==> src/sv/sh3_pkg.sv <==
`timescale 1ns / 1ps
// ----------------------------------------------------------------------------
// sh3_pkg
// Shared types and constants of the 3x3 RGB sharpen filter.
// ----------------------------------------------------------------------------
package sh3_pkg;

    // packed pixel, red in the top byte
    typedef struct packed {
        logic [7:0] red;
        logic [7:0] green;
        logic [7:0] blue;
    } t_rgb;

    // which results one pixel produces, decided at accept time
    typedef struct packed {
        logic has_pre;   // pixel up-left of the arriving one
        logic sharp;     // that pixel is interior and gets the kernel
        logic has_up;    // pixel above, at the row end
        logic has_own;   // arriving pixel itself, last row
        logic row_end;   // arriving pixel closes its row
    } t_emit;

    // configuration register indexes
    localparam int CFG_IDX_W = 1;
    localparam logic [CFG_IDX_W-1:0] REG_FRAME_WIDTH  = 1'b0;
    localparam logic [CFG_IDX_W-1:0] REG_FRAME_HEIGHT = 1'b1;

    // register reset values
    localparam int FRAME_WIDTH_RST  = 640;
    localparam int FRAME_HEIGHT_RST = 480;

    // neighborhood layout
    localparam int NB_SIZE  = 9;
    localparam int WIN_SIZE = 6;

    // result queue
    localparam int RES_FIFO_DEPTH = 8;
    localparam int MAX_PUSH       = 3;
    localparam int PUSH_W         = 2;

    // result entry: {col, row, pixel, run_last, frame_done}
    localparam int LAST_BIT = 1;
    localparam int DONE_BIT = 0;

endpackage

==> src/sv/sh3_kernel.sv <==
`timescale 1ns / 1ps
// ----------------------------------------------------------------------------
// sh3_kernel
// Holds one neighborhood, applies the 3x3 sharpen kernel and builds the
// up to three result entries of that beat in emission order.
// ----------------------------------------------------------------------------
module sh3_kernel import sh3_pkg::*; #(
    parameter int MAX_WIDTH  = 1024,
    parameter int MAX_HEIGHT = 4095,
    localparam int CW = $clog2(MAX_WIDTH),
    localparam int RW = $clog2(MAX_HEIGHT),
    localparam int EW = CW + RW + $bits(t_rgb) + 2
) (
    input  logic                         i_clk,
    input  logic                         i_rst_n,
    input  logic                         i_valid,
    output logic                         o_ready,
    input  t_rgb [NB_SIZE-1:0]           i_nb,
    input  logic [CW-1:0]                i_col,
    input  logic [RW-1:0]                i_row,
    input  t_emit                        i_emit,
    input  logic                         i_room,
    output logic [PUSH_W-1:0]            o_push_n,
    output logic [MAX_PUSH-1:0][EW-1:0]  o_ent
);

    logic                r_valid;
    t_rgb [NB_SIZE-1:0]  r_nb;
    logic [CW-1:0]       r_c;
    logic [RW-1:0]       r_r;
    t_emit               r_emit;

    logic                fire;
    logic [NB_SIZE-1:0][7:0] v_red, v_green, v_blue;
    t_rgb                sharp_pix, pre_pix;
    logic [EW-1:0]       e_pre, e_up, e_own;
    logic [PUSH_W-1:0]   cnt;

    // one channel: 9 * center minus the eight neighbors, clamped to 0..255
    function automatic logic [7:0] f_sharp_chan(input logic [NB_SIZE-1:0][7:0] v);
        logic signed [12:0] acc;
        acc = 13'(9) * {5'b0, v[4]};
        for (int i = 0; i < NB_SIZE; i++) begin
            if (i != 4) begin
                acc = acc - {5'b0, v[i]};
            end
        end
        if (acc[12]) begin
            return 8'd0;
        end else if (acc[11:8] != 4'd0) begin
            return 8'd255;
        end else begin
            return acc[7:0];
        end
    endfunction

    assign fire    = r_valid && i_room;
    assign o_ready = !r_valid || i_room;

    // stage 2 control
    always_ff @(posedge i_clk) begin
        if (!i_rst_n) begin
            r_valid <= 1'b0;
        end else if (i_valid && o_ready) begin
            r_valid <= 1'b1;
        end else if (fire) begin
            r_valid <= 1'b0;
        end
    end

    // stage 2 payload
    always_ff @(posedge i_clk) begin
        if (i_valid && o_ready) begin
            r_nb   <= i_nb;
            r_c    <= i_col;
            r_r    <= i_row;
            r_emit <= i_emit;
        end
    end

    // split channels and run the kernel
    always_comb begin
        for (int i = 0; i < NB_SIZE; i++) begin
            v_red[i]   = r_nb[i].red;
            v_green[i] = r_nb[i].green;
            v_blue[i]  = r_nb[i].blue;
        end
        sharp_pix.red   = f_sharp_chan(v_red);
        sharp_pix.green = f_sharp_chan(v_green);
        sharp_pix.blue  = f_sharp_chan(v_blue);
        pre_pix = r_emit.sharp ? sharp_pix : r_nb[4];
    end

    // candidate entries, run_last filled in below
    assign e_pre = {r_c - CW'(1), r_r - RW'(1), pre_pix, 1'b0, 1'b0};
    assign e_up  = {r_c, r_r - RW'(1), r_nb[5], 1'b0, 1'b0};
    assign e_own = {r_c, r_r, r_nb[8], 1'b0, r_emit.row_end};

    // pack present results in emission order, mark the last one
    always_comb begin
        o_ent = '0;
        cnt   = '0;
        if (r_emit.has_pre) begin
            o_ent[cnt] = e_pre;
            cnt = cnt + PUSH_W'(1);
        end
        if (r_emit.has_up) begin
            o_ent[cnt] = e_up;
            cnt = cnt + PUSH_W'(1);
        end
        if (r_emit.has_own) begin
            o_ent[cnt] = e_own;
            cnt = cnt + PUSH_W'(1);
        end
        if (cnt != '0) begin
            o_ent[cnt - PUSH_W'(1)][LAST_BIT] = 1'b1;
        end
        o_push_n = fire ? cnt : '0;
    end

    // the up-left pixel only exists away from the first row and column
    a_pre_coords: assert property (@(posedge i_clk) disable iff (!i_rst_n)
        (r_valid && r_emit.has_pre) |-> (r_c != '0 && r_r != '0))
        else $error("up-left result at first row or column");

    // the kernel only runs on pixels with a full neighborhood above
    a_sharp_interior: assert property (@(posedge i_clk) disable iff (!i_rst_n)
        (r_valid && r_emit.has_pre && r_emit.sharp) |-> (r_c >= CW'(2) && r_r >= RW'(2)))
        else $error("kernel applied at the frame border");

endmodule

==> config.mk <==
export PLATFORM = sky130hd
export DESIGN_NAME = sh3_kernel
export DESIGN_NICKNAME = d
export VERILOG_FILES = /design/src/sv/sh3_pkg.sv /design/src/sv/sh3_kernel.sv
export SDC_FILE = /design/constraint.sdc
export NUM_CORES = 1
export LEC_CHECK = 0
export BUFFER_PORTS_ARGS = -buffer_cell sky130_fd_sc_hd__buf_2
export CAP_MARGIN = 15
export CORE_ASPECT_RATIO = 0.6
export CORE_MARGIN = 1.5
export CORE_UTILIZATION = 45
export CTS_CLUSTER_SIZE = 30
export DETAILED_ROUTE_END_ITERATION = 7
export PLACE_DENSITY = 0.71
export SYNTH_ARGS = -nofsm -noshare
export SYNTH_HDL_FRONTEND = slang
export SYNTH_SLANG_ARGS = --single-unit
==> constraint.sdc <==
create_clock -name i_clk -period 7.9 [get_ports i_clk]
set_input_delay 1.58 -clock i_clk [delete_from_list [all_inputs] [get_ports i_clk]]
set_output_delay 1.58 -clock i_clk [all_outputs]
set_load 0.02 [all_outputs]
**After elaboration in Yosys (flattened, before gate mapping)**

Index checks and enable logic that the tools add are counted.

- Register bits: 244
- Logic and storage cells: 111

- Add/sub/neg operators: 29
- $mul: 3
- Order comparisons: 6
- Muxes and demuxes: 25
- Bitwise gates (word level): 1
- Reductions and logical operators: 12

Operators by type and width:

| cell | number |
|---|---|
| two-way mux 144 bit | 3 |
| bitwise mux 144 bit | 2 |
| demux 48 bit (select 2 bit) | 3 |
| subtractor 13 x 8 -> 13 bit | 21 |
| two-way mux 48 bit | 3 |
| bitwise OR 144 bit | 1 |
| two-way mux 8 bit | 6 |
| subtractor 12 x 8 -> 13 bit | 3 |
| multiplier 4 x 8 -> 12 bit (first input constant) | 3 |
| two-way mux 24 bit | 1 |
| nonzero test 4 bit | 3 |
| subtractor 12 x 1 -> 12 bit (second input constant) | 1 |
| subtractor 10 x 1 -> 10 bit (second input constant) | 1 |
| less-than comparator 2 x 3 -> 1 bit (second input constant) | 3 |
| two-way mux 2 bit | 4 |
| >= comparator 2 x 1 -> 1 bit (second input constant) | 3 |
| logical AND 1 bit | 5 |
| adder 2 x 1 -> 2 bit (second input constant) | 2 |
| nonzero test 2 bit | 2 |
| two-way mux 1 bit | 3 |
| subtractor 2 x 1 -> 2 bit (second input constant) | 1 |
| logical NOT 1 bit | 1 |
| logical OR 1 bit | 1 |

**Longest topological paths before layout**

Gate-level depths: netlist of run 1.

- Word-level depth: 20
- Depth in mapped cells: 18

**Worst setup path after synthesis of run 1**

No wires, ideal clock.

- Path kind: input -> register
- Start: input port i_room
- End: register r_emit, in the netlist e_own[0] (enable)
- Library setup time: 0.634 ns
- Data arrival time: 7.395 ns
- Path slack: -0.129 ns
- Stages: 2
- Path through: nand2b_1 > and2_1

- Cells in the longest elaborated chain, start to end: 2

RTL lines:

| element | RTL line | RTL |
|---|---|---|
| start, declared | sh3_kernel.sv:22 | `input logic i_room,` |
| logical OR 1 bit | sh3_kernel.sv:58 | `assign o_ready = !r_valid \|\| i_room;` |
| logical AND 1 bit | sh3_kernel.sv:73 | `if (i_valid && o_ready) begin` |
| end signal, assigned | sh3_kernel.sv:77 | `r_emit <= i_emit;` |
| end, declared | sh3_kernel.sv:31 | `t_emit r_emit;` |

No other way between the ends.
A chain may end at the register's enable or synchronous reset.

==> impl_metrics.ini, run 1 <==
[min_path]
start_point_of_the_worst_hold_path = r_valid
worst_hold_path_type = reg -> reg
min_path_cells = 2
hold-path-endpoint = r_valid

[critical_path]
reg2reg_depth = 3
rr_startpoint = r_valid
rr_endpoint = r_nb[80]
cp_slowest_stage_delay_ps = 530
critPathMostFrequentCell = fa_1
ff2ff_setup_slack_ps = 5630
crit_path_start_kind = flop
critical_path.n_buffers_inverters = 5
required_ps = 6320
critical_path.top_delay_family = adder cells
crit_path_cell_trace = fa_1 -> fa_1 -> inv_1 -> fa_1 -> fa_1 -> inv_1 -> fa_1 -> inv_1 -> ha_1 -> a21o_1 -> a31o_2 -> a21oi_2 -> xor2_1 -> nor4_4 -> buf_4 -> a21oi_1 -> buf_2
critical_path.slowest_cell = edfxtp_1
timing.critical_path.fanout_max = 7
arrival_ps = 6160
worst_setup_path_end_kind = primary output
worst-setup-path-type = reg -> out

[power_and_ir_drop]
power_consumption_mw = 8.89
ir_worst_vdd_v = 0.000272
p_per_area_nw_per_um2 = 437
power.static_leakage_nw = 9.65

[yosys]
syn-instance-count = 1465
netlist_area_um2 = 17000
yosysWarnings = 0
synth-main-ff-cell = edfxtp_1
syn_avg_cell_area_um2 = 11.6
synth_top_family_by_area = adder cells
yosys_register_bits = 244
synth_xor_xnor_area_share_pct = 1.14
portion_of_the_post_synthesis_area_used_by_sequential_elements_pct = 43.1
synthSimpleGateAreaFrac_pct = 7.39
mappedNetlistNets = 1977
synth_compound_area_share_pct = 11.1
synth_enable_flop_cells = 243
synth.mux.area_fraction_pct = 0.251
synth_cell_types = 72
post_synthesis_adder_cell_area_fraction_pct = 27.9
ys_async_sr_fraction_pct = 0

[cells_and_area]
fill_cells = 3186
nets = 2369
fin_cells = 2381
final_layout_size_suffix_gt1_share_pct = 25.0
area_growth_syn_to_layout_pct = 19.9

[drt]
avgViaCountPerCell = 5.33
drc_errors = 0
drt_iter0_markers = 1153
dr.pass1.iters = 6
finalWirelength_um = 51800
avgRoutedWirePerCell_um = 21.8
detailroute.via_count = 12683
drtAntennaViolNets = 0

[sta]
relSlewSlack_pct = 25.5
holdWs_ps = 586
period_needed_ps = 7740
rsz0062_at_grt = no
clock_skew_ps = 22.6
max_freq_mhz = 129
tightestPinTransition_ps = 1110
hold_violations = 0
portion_of_the_clock_cycle_consumed_by_the_worst_path_in_the_final_layout_pct = 98.0
setup_viol = 0
final-max-slew-violation-count = 0
fin_tns_setup_ps = 0

[floorplanning]
start_util_pct = 46.2
floorplan.core_area_um2 = 36800
die_area_um2 = 38900
num_rows = 54
die_width_um = 254
pin_count = 394
die_height_um = 153

[cts]
clock_tree.buffer_depth = 3
hold_buffers = 0
numCtsBuffers = 25
cts.htree.levels = 1
cts_tree = yes
later_pin_clock_latency_in_the_skew_report_ps = 550
cts.sinks = 244
clkTransAtPathRegs_ps = 60
clock_root_buffer = clkbuf_16

[placement]
number_of_cells_after_detailed_placement = 2333
gpl.final_weighted_congestion = 0.924
io_buffers = 393
dp_hpwl_um = 40600

[run]
max_cap_violations = 0

[global_route]
pin_count_of_the_biggest_net_entering_global_routing = 132
antenna_violations_before_repair = 3
globalRouteOverflowTotal = 0
first_global_vias = 13182
grt_pass1_wl_um = 78300
global_route.usage.total_pct = 26.9

[outcome]
run_status = finished, final reports clean
kinds of logic after synthesis:
group                    count (synthesis)
buffers and inverters                  407
AO/OA/AOI/OAI                          278
adder cells (fa/ha/maj)                268
flip-flops                             244
AND/OR/NAND/NOR                        242
XOR/XNOR                                22
multiplexers                             4
placed cells by master (no fill, tap or decap), types with 10 or more instances in the layout:
cell and count:
a211oi_1 16, a21o_1 11, a21oi_1 39, a221oi_1 11, and3_1 52, buf_2 393
buf_4 17, clkbuf_16 25, edfxtp_1 243, fa_1 186, ha_1 78, inv_1 360
nand2_1 71, nor2_1 38, nor2b_1 16, nor3_1 15, o211ai_1 12, o21ai_0 72
o221ai_1 10, o22ai_1 25, o31ai_1 18, or3_1 10, xnor2_1 14
repair_timing:
| item | 4_1_cts | 5_1_grt |
|---|---|---|
| setup buffers | 0 | 1 |
| endpoints found under the setup margin | 0 | 3 |
| resized for setup | 0 | 1 |
| endpoints found under the hold margin | 0 | 0 |
worst register-to-register path: stages (launching register included):
cell and delay (ps):
dfxtp_1 330, nand2b_1 120, and2_4 510, buf_4 850
worst max-delay path by stage:
stage	depth (start not counted)	to	start	slack [ps]
detailed placement	17	o_ent[9]	e_own[5]	730
global route	17	o_ent[9]	e_own[5]	20
CTS	17	o_ent[9]	e_own[5]	140
finish	17	o_ent[9]	e_own[5]	160
floorplan	14	o_ent[10]	r_nb[105]	1380
global placement	16	o_ent[9]	r_nb[100]	760
flip-flops by register name (all words and copies together), names as in the netlist:
register and flops:
e_own 25, r_valid 1, r_c 10, r_r 12, r_emit 4, r_nb 168
e_up 24
per-stage QoR:
step	setup WS, ps	instance area, µm²	utilization (%)
4_1_cts	139	20300	55.4
5_1_grt	16.9	20400	55.4
6_report	161	20400	55.4
2_1_floorplan	1380	17000	-
3_5_place_dp	727	19500	53.2
3_3_place_gp	761	19500	53.2
routing by layer:
metal / vias to the layer above / routed length (µm) / global-route usage [%]
met5: - / 27 / 0
met4: 4 / 1910 / 9.27
met3: 103 / 4740 / 6.37
met2: 664 / 23300 / 41.0
met1: 6196 / 21900 / 37.9
li1: 5716 / - / -
synth_stat cells, types with 6 or more instances:
master,count,share of area (%)
o221ai_1,10,0.52
inv_1,360,8.0
a221oi_1,11,0.57
o21ai_0,73,2.2
edfxtp_1,243,43
a31oi_1,6,0.22
o31ai_1,18,0.80
or3_1,10,0.37
a21o_1,11,0.49
xnor2_1,14,0.72
o22ai_1,25,0.92
fa_1,186,22
nand3_1,9,0.27
clkbuf_1,40,0.88
nor2_1,39,0.86
a211oi_1,16,0.71
nand2b_1,6,0.22
o211ai_1,12,0.53
a22oi_1,8,0.35
nand2_1,72,1.6
xor2_1,8,0.41
nor3_1,15,0.44
nor2b_1,16,0.59
o21a_1,8,0.35
and3_1,52,1.9
ha_1,79,5.8
a21oi_1,39,1.1
power breakdown:
group	total [mW]	switching, mW	leakage [nW]	internal, mW
Sequential	1.58	0.0564	2.36	1.52
Combinational	6.10	3.72	6.90	2.38
Clock	1.21	0.530	0.389	0.681
Total	8.89	4.31	9.65	4.58
final cells by class:
cell class                      count  area (µm²)  area share, %
Multi-Input combinational cell    814        8130           39.9
Timing Repair Buffer              411        2110           10.4
Inverter                          361        1360           6.65
Clock buffer                       29         641           3.15
Tap cell                          504         631           3.10
Sequential cell                   244        7320           35.9
Clock inverter                     16         165          0.811
Antenna cell                        2        5.00         0.0246
Power figures use the tool's default switching activity.
==> run 2, diff against run 1 <==
Settings changed: PLACE_DENSITY 0.71 to 0.69.
Clock period 7.9 ns to 7.55 ns, I/O delays scaled along.
==> impl_metrics.ini, run 2 (synthesis gave the netlist of run 1 again) <==
[outcome]
run_status = finished, final reports clean

[power_and_ir_drop]
power.share.clock_pct = 13.3
internal-power_mw = 4.93
power.combinational.fraction_pct = 69.5
p_sw_share_pct = 48.5
power.sequential.fraction_pct = 17.2
p_per_area_nw_per_um2 = 467
switching_power_mw = 4.64
ir_worst_vdd_v = 0.000346
power.static_leakage_nw = 9.70

[cts]
cts.sinks = 244
later_pin_clock_latency_in_the_skew_report_ps = 560
cts_tree = yes
clock_root_buffer = clkbuf_16
clkTransAtPathRegs_ps = 60
clock_tree.buffer_depth = 3
numCtsBuffers = 25
cts.htree.levels = 1

[cells_and_area]
antennaDiodeCount = 0
multi_input_comb_area_um2 = 8200
fill_cells = 3210
end_of_flow_core_utilization_pct = 55.7
area_growth_syn_to_layout_pct = 20.7
final_layout_size_suffix_gt1_share_pct = 26.2
largest_reg_flops = 168
nets = 2377
layout.cells.most_common = buf_2
ff_latch_area_um2 = 7320
mostFrequentLayoutCells = buf_2 (393), inv_1 (358), edfxtp_1 (243), fa_1 (184), ha_1 (77)
largest_register = r_nb

[drt]
finalWirelength_um = 52400
avgRoutedWirePerCell_um = 22.0
dr.pass1.iters = 6
avgViaCountPerCell = 5.31
drtAntennaViolNets = 0
drt_iter0_markers = 986
drc_errors = 0
detailroute.via_count = 12681

[min_path]
worst_hold_path_type = reg -> reg
min_path_cells = 2

[global_route]
antenna_violations_before_repair = 2
globalRouteOverflowTotal = 0
global_route.usage.total_pct = 27.2
first_global_vias = 13216
pin_count_of_the_biggest_net_entering_global_routing = 134
grt_pass1_wl_um = 79000

[sta]
setup_viol = 0
final-max-slew-violation-count = 0
relSlewSlack_pct = 24.8
portion_of_the_clock_cycle_consumed_by_the_worst_path_in_the_final_layout_pct = 98.2
period_needed_ps = 7420
max_freq_mhz = 135
layout_setup_ws_ps = 134
holdWs_ps = 543
clock_skew_ps = 18.4
rsz0062_at_grt = yes
tightestPinTransition_ps = 1120
hold_violations = 0

[run]
max_cap_violations = 0

[critical_path]
crit_path_cell_trace = inv_2 -> fa_1 -> fa_1 -> fa_1 -> fa_1 -> inv_1 -> fa_1 -> inv_1 -> fa_2 -> a21o_1 -> a211o_1 -> a211oi_2 -> xor2_1 -> o2111ai_4 -> o311a_1 -> buf_2
critPathMostFrequentCell = fa_1
worst_setup_path_end_kind = primary output
reg2reg_depth = 3
critical_path.slowest_cell = fa_1
required_ps = 6040
arrival_ps = 5910
worst-setup-path-type = reg -> out
cp_slowest_stage_delay_ps = 550
crit_path_start_kind = flop
timing.critical_path.fanout_max = 8

[placement]
place_ws_ps = 571
gpl.final_weighted_congestion = 0.880
io_buffers = 393
dp_hpwl_um = 40900

[floorplanning]
num_rows = 54
die_width_um = 254
die_height_um = 153
die_area_um2 = 38900
pin_count = 394
floorplan.core_area_um2 = 36800
start_util_pct = 46.2
-- run 2: cell count changes in the layout (fill, tap and decap cells not counted), moves of 2 or more --
cell,previous run,this run
buf_4,17,25
a211oi_1,16,14
a211oi_2,1,3
clkbuf_1,4,2
clkinv_2,2,4
diode_2,2,0
fa_1,186,184
fa_2,0,2
inv_1,360,358
inv_2,0,2
o21ai_0,72,70
-- run 2: worst paths after layout --
check,startpoint,end,slack (ps)
setup / recovery,e_up[20],o_ent[18],130
hold / removal,r_valid,r_valid,540
setup reg to reg,r_valid,r_nb[152],5290
hold reg to reg,r_valid,r_valid,540
-- run 2: layout make-up --
type / instances / area share (%)
well taps: 504 / 3.08
inverters: 361 / 6.61
flip-flops and latches: 244 / 35.7
repair buffers: 419 / 10.6
clock inverters: 18 / 0.873
multi-input cells: 814 / 40.0
clock buffers: 27 / 3.09
-- run 2: routing by layer --
layer | vias to the layer above | wire length [µm] | GRT usage (%)
li1 | 5721 | - | -
met1 | 6242 | 22000 | 37.7
met2 | 612 | 24400 | 43.1
met3 | 102 | 4390 | 5.93
met4 | 4 | 1690 | 8.36
met5 | - | 28 | 0
-- run 2: critical path: cells and delay by family (launching register included) --
kind / cells / cell delay (ps)
adders and majority gates: 6 / 2810
xor gates and xnor gates: 1 / 250
buffers and inverters: 4 / 380
DFF: 1 / 400
AOI/OAI and AO/OA: 5 / 1500
-- run 2: power groups by stage --
stage	clock network, mW	registers [mW]	logic, mW
after floorplan	0	1.66	4.59
after global placement	0	1.67	6.19
after detailed placement	0	1.68	6.13
after CTS	1.30	1.65	6.20
after global routing	1.34	1.66	7.24
final	1.28	1.65	6.65
-- run 2: metrics by stage --
stage                     TNS (ps)  total power, mW  instance area [µm²]  instances
after floorplan                  0             6.24                17000       1465
after global placement           0             7.86                19500       2331
after detailed placement         0             7.81                19500       2331
after CTS                        0             9.15                20300       2377
after global routing         -69.1             10.2                20500       2387
final                            0             9.57                20500       2387
-- run 2: repair_timing --
| action | CTS | global route |
|---|---|---|
| buffers inserted | 1 | 10 |
| pin swaps | 0 | 11 |
| resized for setup | 0 | 18 |
| cloned | 0 | 0 |
| endpoints found under the setup margin | 5 | 24 |
| hold buffers | 0 | 0 |
==> run 3, diff against run 2 <==
Settings changed: CORE_MARGIN 1.5 to not set, CORE_UTILIZATION 45 to 50, PLACE_DENSITY 0.69 to 0.75.
==> impl_metrics.ini, run 3 (synthesis gave the netlist of run 1 again) <==
[outcome]
run_status = finished, final reports clean

[sta]
hold_violations = 0
rsz0062_at_grt = no
setup_viol = 0
relSlewSlack_pct = 17.1
portion_of_the_clock_cycle_consumed_by_the_worst_path_in_the_final_layout_pct = 97.5
period_needed_ps = 7360
clock_skew_ps = 25.9
max_freq_mhz = 136
fin_tns_setup_ps = 0
final-max-slew-violation-count = 0
tightestPinTransition_ps = 1240

[drt]
drtAntennaViolNets = 0
drt_iter0_markers = 1047
finalWirelength_um = 51600
avgRoutedWirePerCell_um = 22.1
avgViaCountPerCell = 5.54
detailroute.via_count = 12906
drc_errors = 0
dr.pass1.iters = 5

[min_path]
worst_hold_path_type = reg -> reg
hold-path-endpoint = r_valid
start_point_of_the_worst_hold_path = r_valid
min_path_cells = 2

[cells_and_area]
layout.cells.most_common = buf_2
fill_cells = 2668
mostFrequentLayoutCells = buf_2 (393), inv_1 (360), edfxtp_1 (243), fa_1 (185), ha_1 (78)
multi_input_comb_area_um2 = 8180
final_layout_size_suffix_gt1_share_pct = 25.5
nets = 2373
ff_latch_area_um2 = 7320
largest_reg_flops = 168
area_growth_syn_to_layout_pct = 20.2
largest_register = r_nb
end_of_flow_core_utilization_pct = 62.0

[cts]
cts.sinks = 244
clock_root_buffer = clkbuf_16
later_pin_clock_latency_in_the_skew_report_ps = 560
clock_tree.buffer_depth = 3
cts.htree.levels = 1
cts_tree = yes
numCtsBuffers = 25
clkTransAtPathRegs_ps = 70
hold_buffers = 0

[floorplanning]
pin_count = 394
num_rows = 51
die_height_um = 145
die_area_um2 = 34700
start_util_pct = 51.6
die_width_um = 240
floorplan.core_area_um2 = 32900

[placement]
dp_hpwl_um = 39800
io_buffers = 393
gpl.final_weighted_congestion = 0.953

[critical_path]
ff2ff_setup_slack_ps = 5130
crit_path_start_kind = flop
crit_path_start = r_nb[114]
worst_setup_path_end_kind = primary output
worst-setup-path-type = reg -> out
reg2reg_depth = 3
rr_startpoint = r_valid
timing.critical_path.fanout_max = 8
rr_endpoint = e_own[13]
required_ps = 6040
arrival_ps = 5850

[global_route]
globalRouteMet1Util_pct = 41.4
grt.met3_usage_pct = 5.79
first_global_vias = 13024
grt-busiest-layer = met2
antenna_violations_before_repair = 1
grt_pass1_wl_um = 76400
globalRouteOverflowTotal = 0
pin_count_of_the_biggest_net_entering_global_routing = 116
global_route.usage.total_pct = 29.9
globalRouteMet2Util_pct = 48.0

[power_and_ir_drop]
p_per_area_nw_per_um2 = 464
ir_worst_vdd_v = 0.000386
power.static_leakage_nw = 9.68

[run]
max_cap_violations = 0
run 3: changes by cell type in the layout (fill, tap and decap cells not counted), sizes merged:
cell,before,now
buf,419,415
bufinv,3,4
clkbuf,27,29
clkinv,13,8
clkinvlp,2,3
diode,0,1
run 3: how the worst max path moves through the flow:
| stage | to | slack [ps] | cells past startpoint |
|---|---|---|---|
| floorplan | o_ent[10] | 1100 | 14 |
| global placement | o_ent[20] | 660 | 15 |
| detailed placement | o_ent[3] | 560 | 15 |
| CTS | o_ent[19] | 100 | 16 |
| global route | o_ent[18] | 20 | 16 |
| finish | o_ent[19] | 190 | 15 |
run 3: per-layer routing:
metal	up-vias	wire, µm
met5	-	0
met4	0	1790
met3	103	4560
met2	680	24000
met1	6407	21200
li1	5716	-
run 3: power by group:
group / total [mW] / leakage [nW] / internal [mW] / switching, mW
clock network: 1.30 / 0.390 / 0.744 / 0.556
logic: 6.53 / 6.94 / 2.58 / 3.95
registers: 1.65 / 2.36 / 1.59 / 0.0560
total: 9.47 / 9.68 / 4.91 / 4.56
run 3: worst max-delay path, stage by stage (launching register included):
cell and delay [ps]:
edfxtp_1 470, fa_1 590, fa_1 450, fa_1 530, fa_1 500, inv_1 50
fa_1 480, inv_1 40, ha_1 340, o21a_1 230, o21ai_0 100, a221o_1 410
a221oi_4 230, o2111ai_4 270, o311a_1 440, buf_2 170
run 3: what timing repair did:
action	4_1_cts	5_1_grt
endpoints found under the setup margin	9	18
gates resized for setup	0	12
buffers inserted	3	6
pin swaps	1	3
cloned	0	0
run 3: cell type report:
cell class	count	area share (%)
clock inverter	15	0.902
clock buffer	29	3.14
antenna	1	0.0123
inverter	361	6.64
sequential	244	35.9
multi-input combinational	814	40.1
timing repair buffer	415	10.6
tap	450	2.76
run 3: metrics by stage:
stage	hold WS [ps]	setup WS (ps)	std cells	total power, mW	instance area, µm²
global placement	516	665	2274	7.72	19400
CTS	559	95.8	2321	9.16	20300
detailed placement	552	557	2274	7.79	19400
global route	618	18.4	2329	10.2	20400
finish	568	186	2329	9.47	20400
floorplan	652	1100	1465	6.24	17000
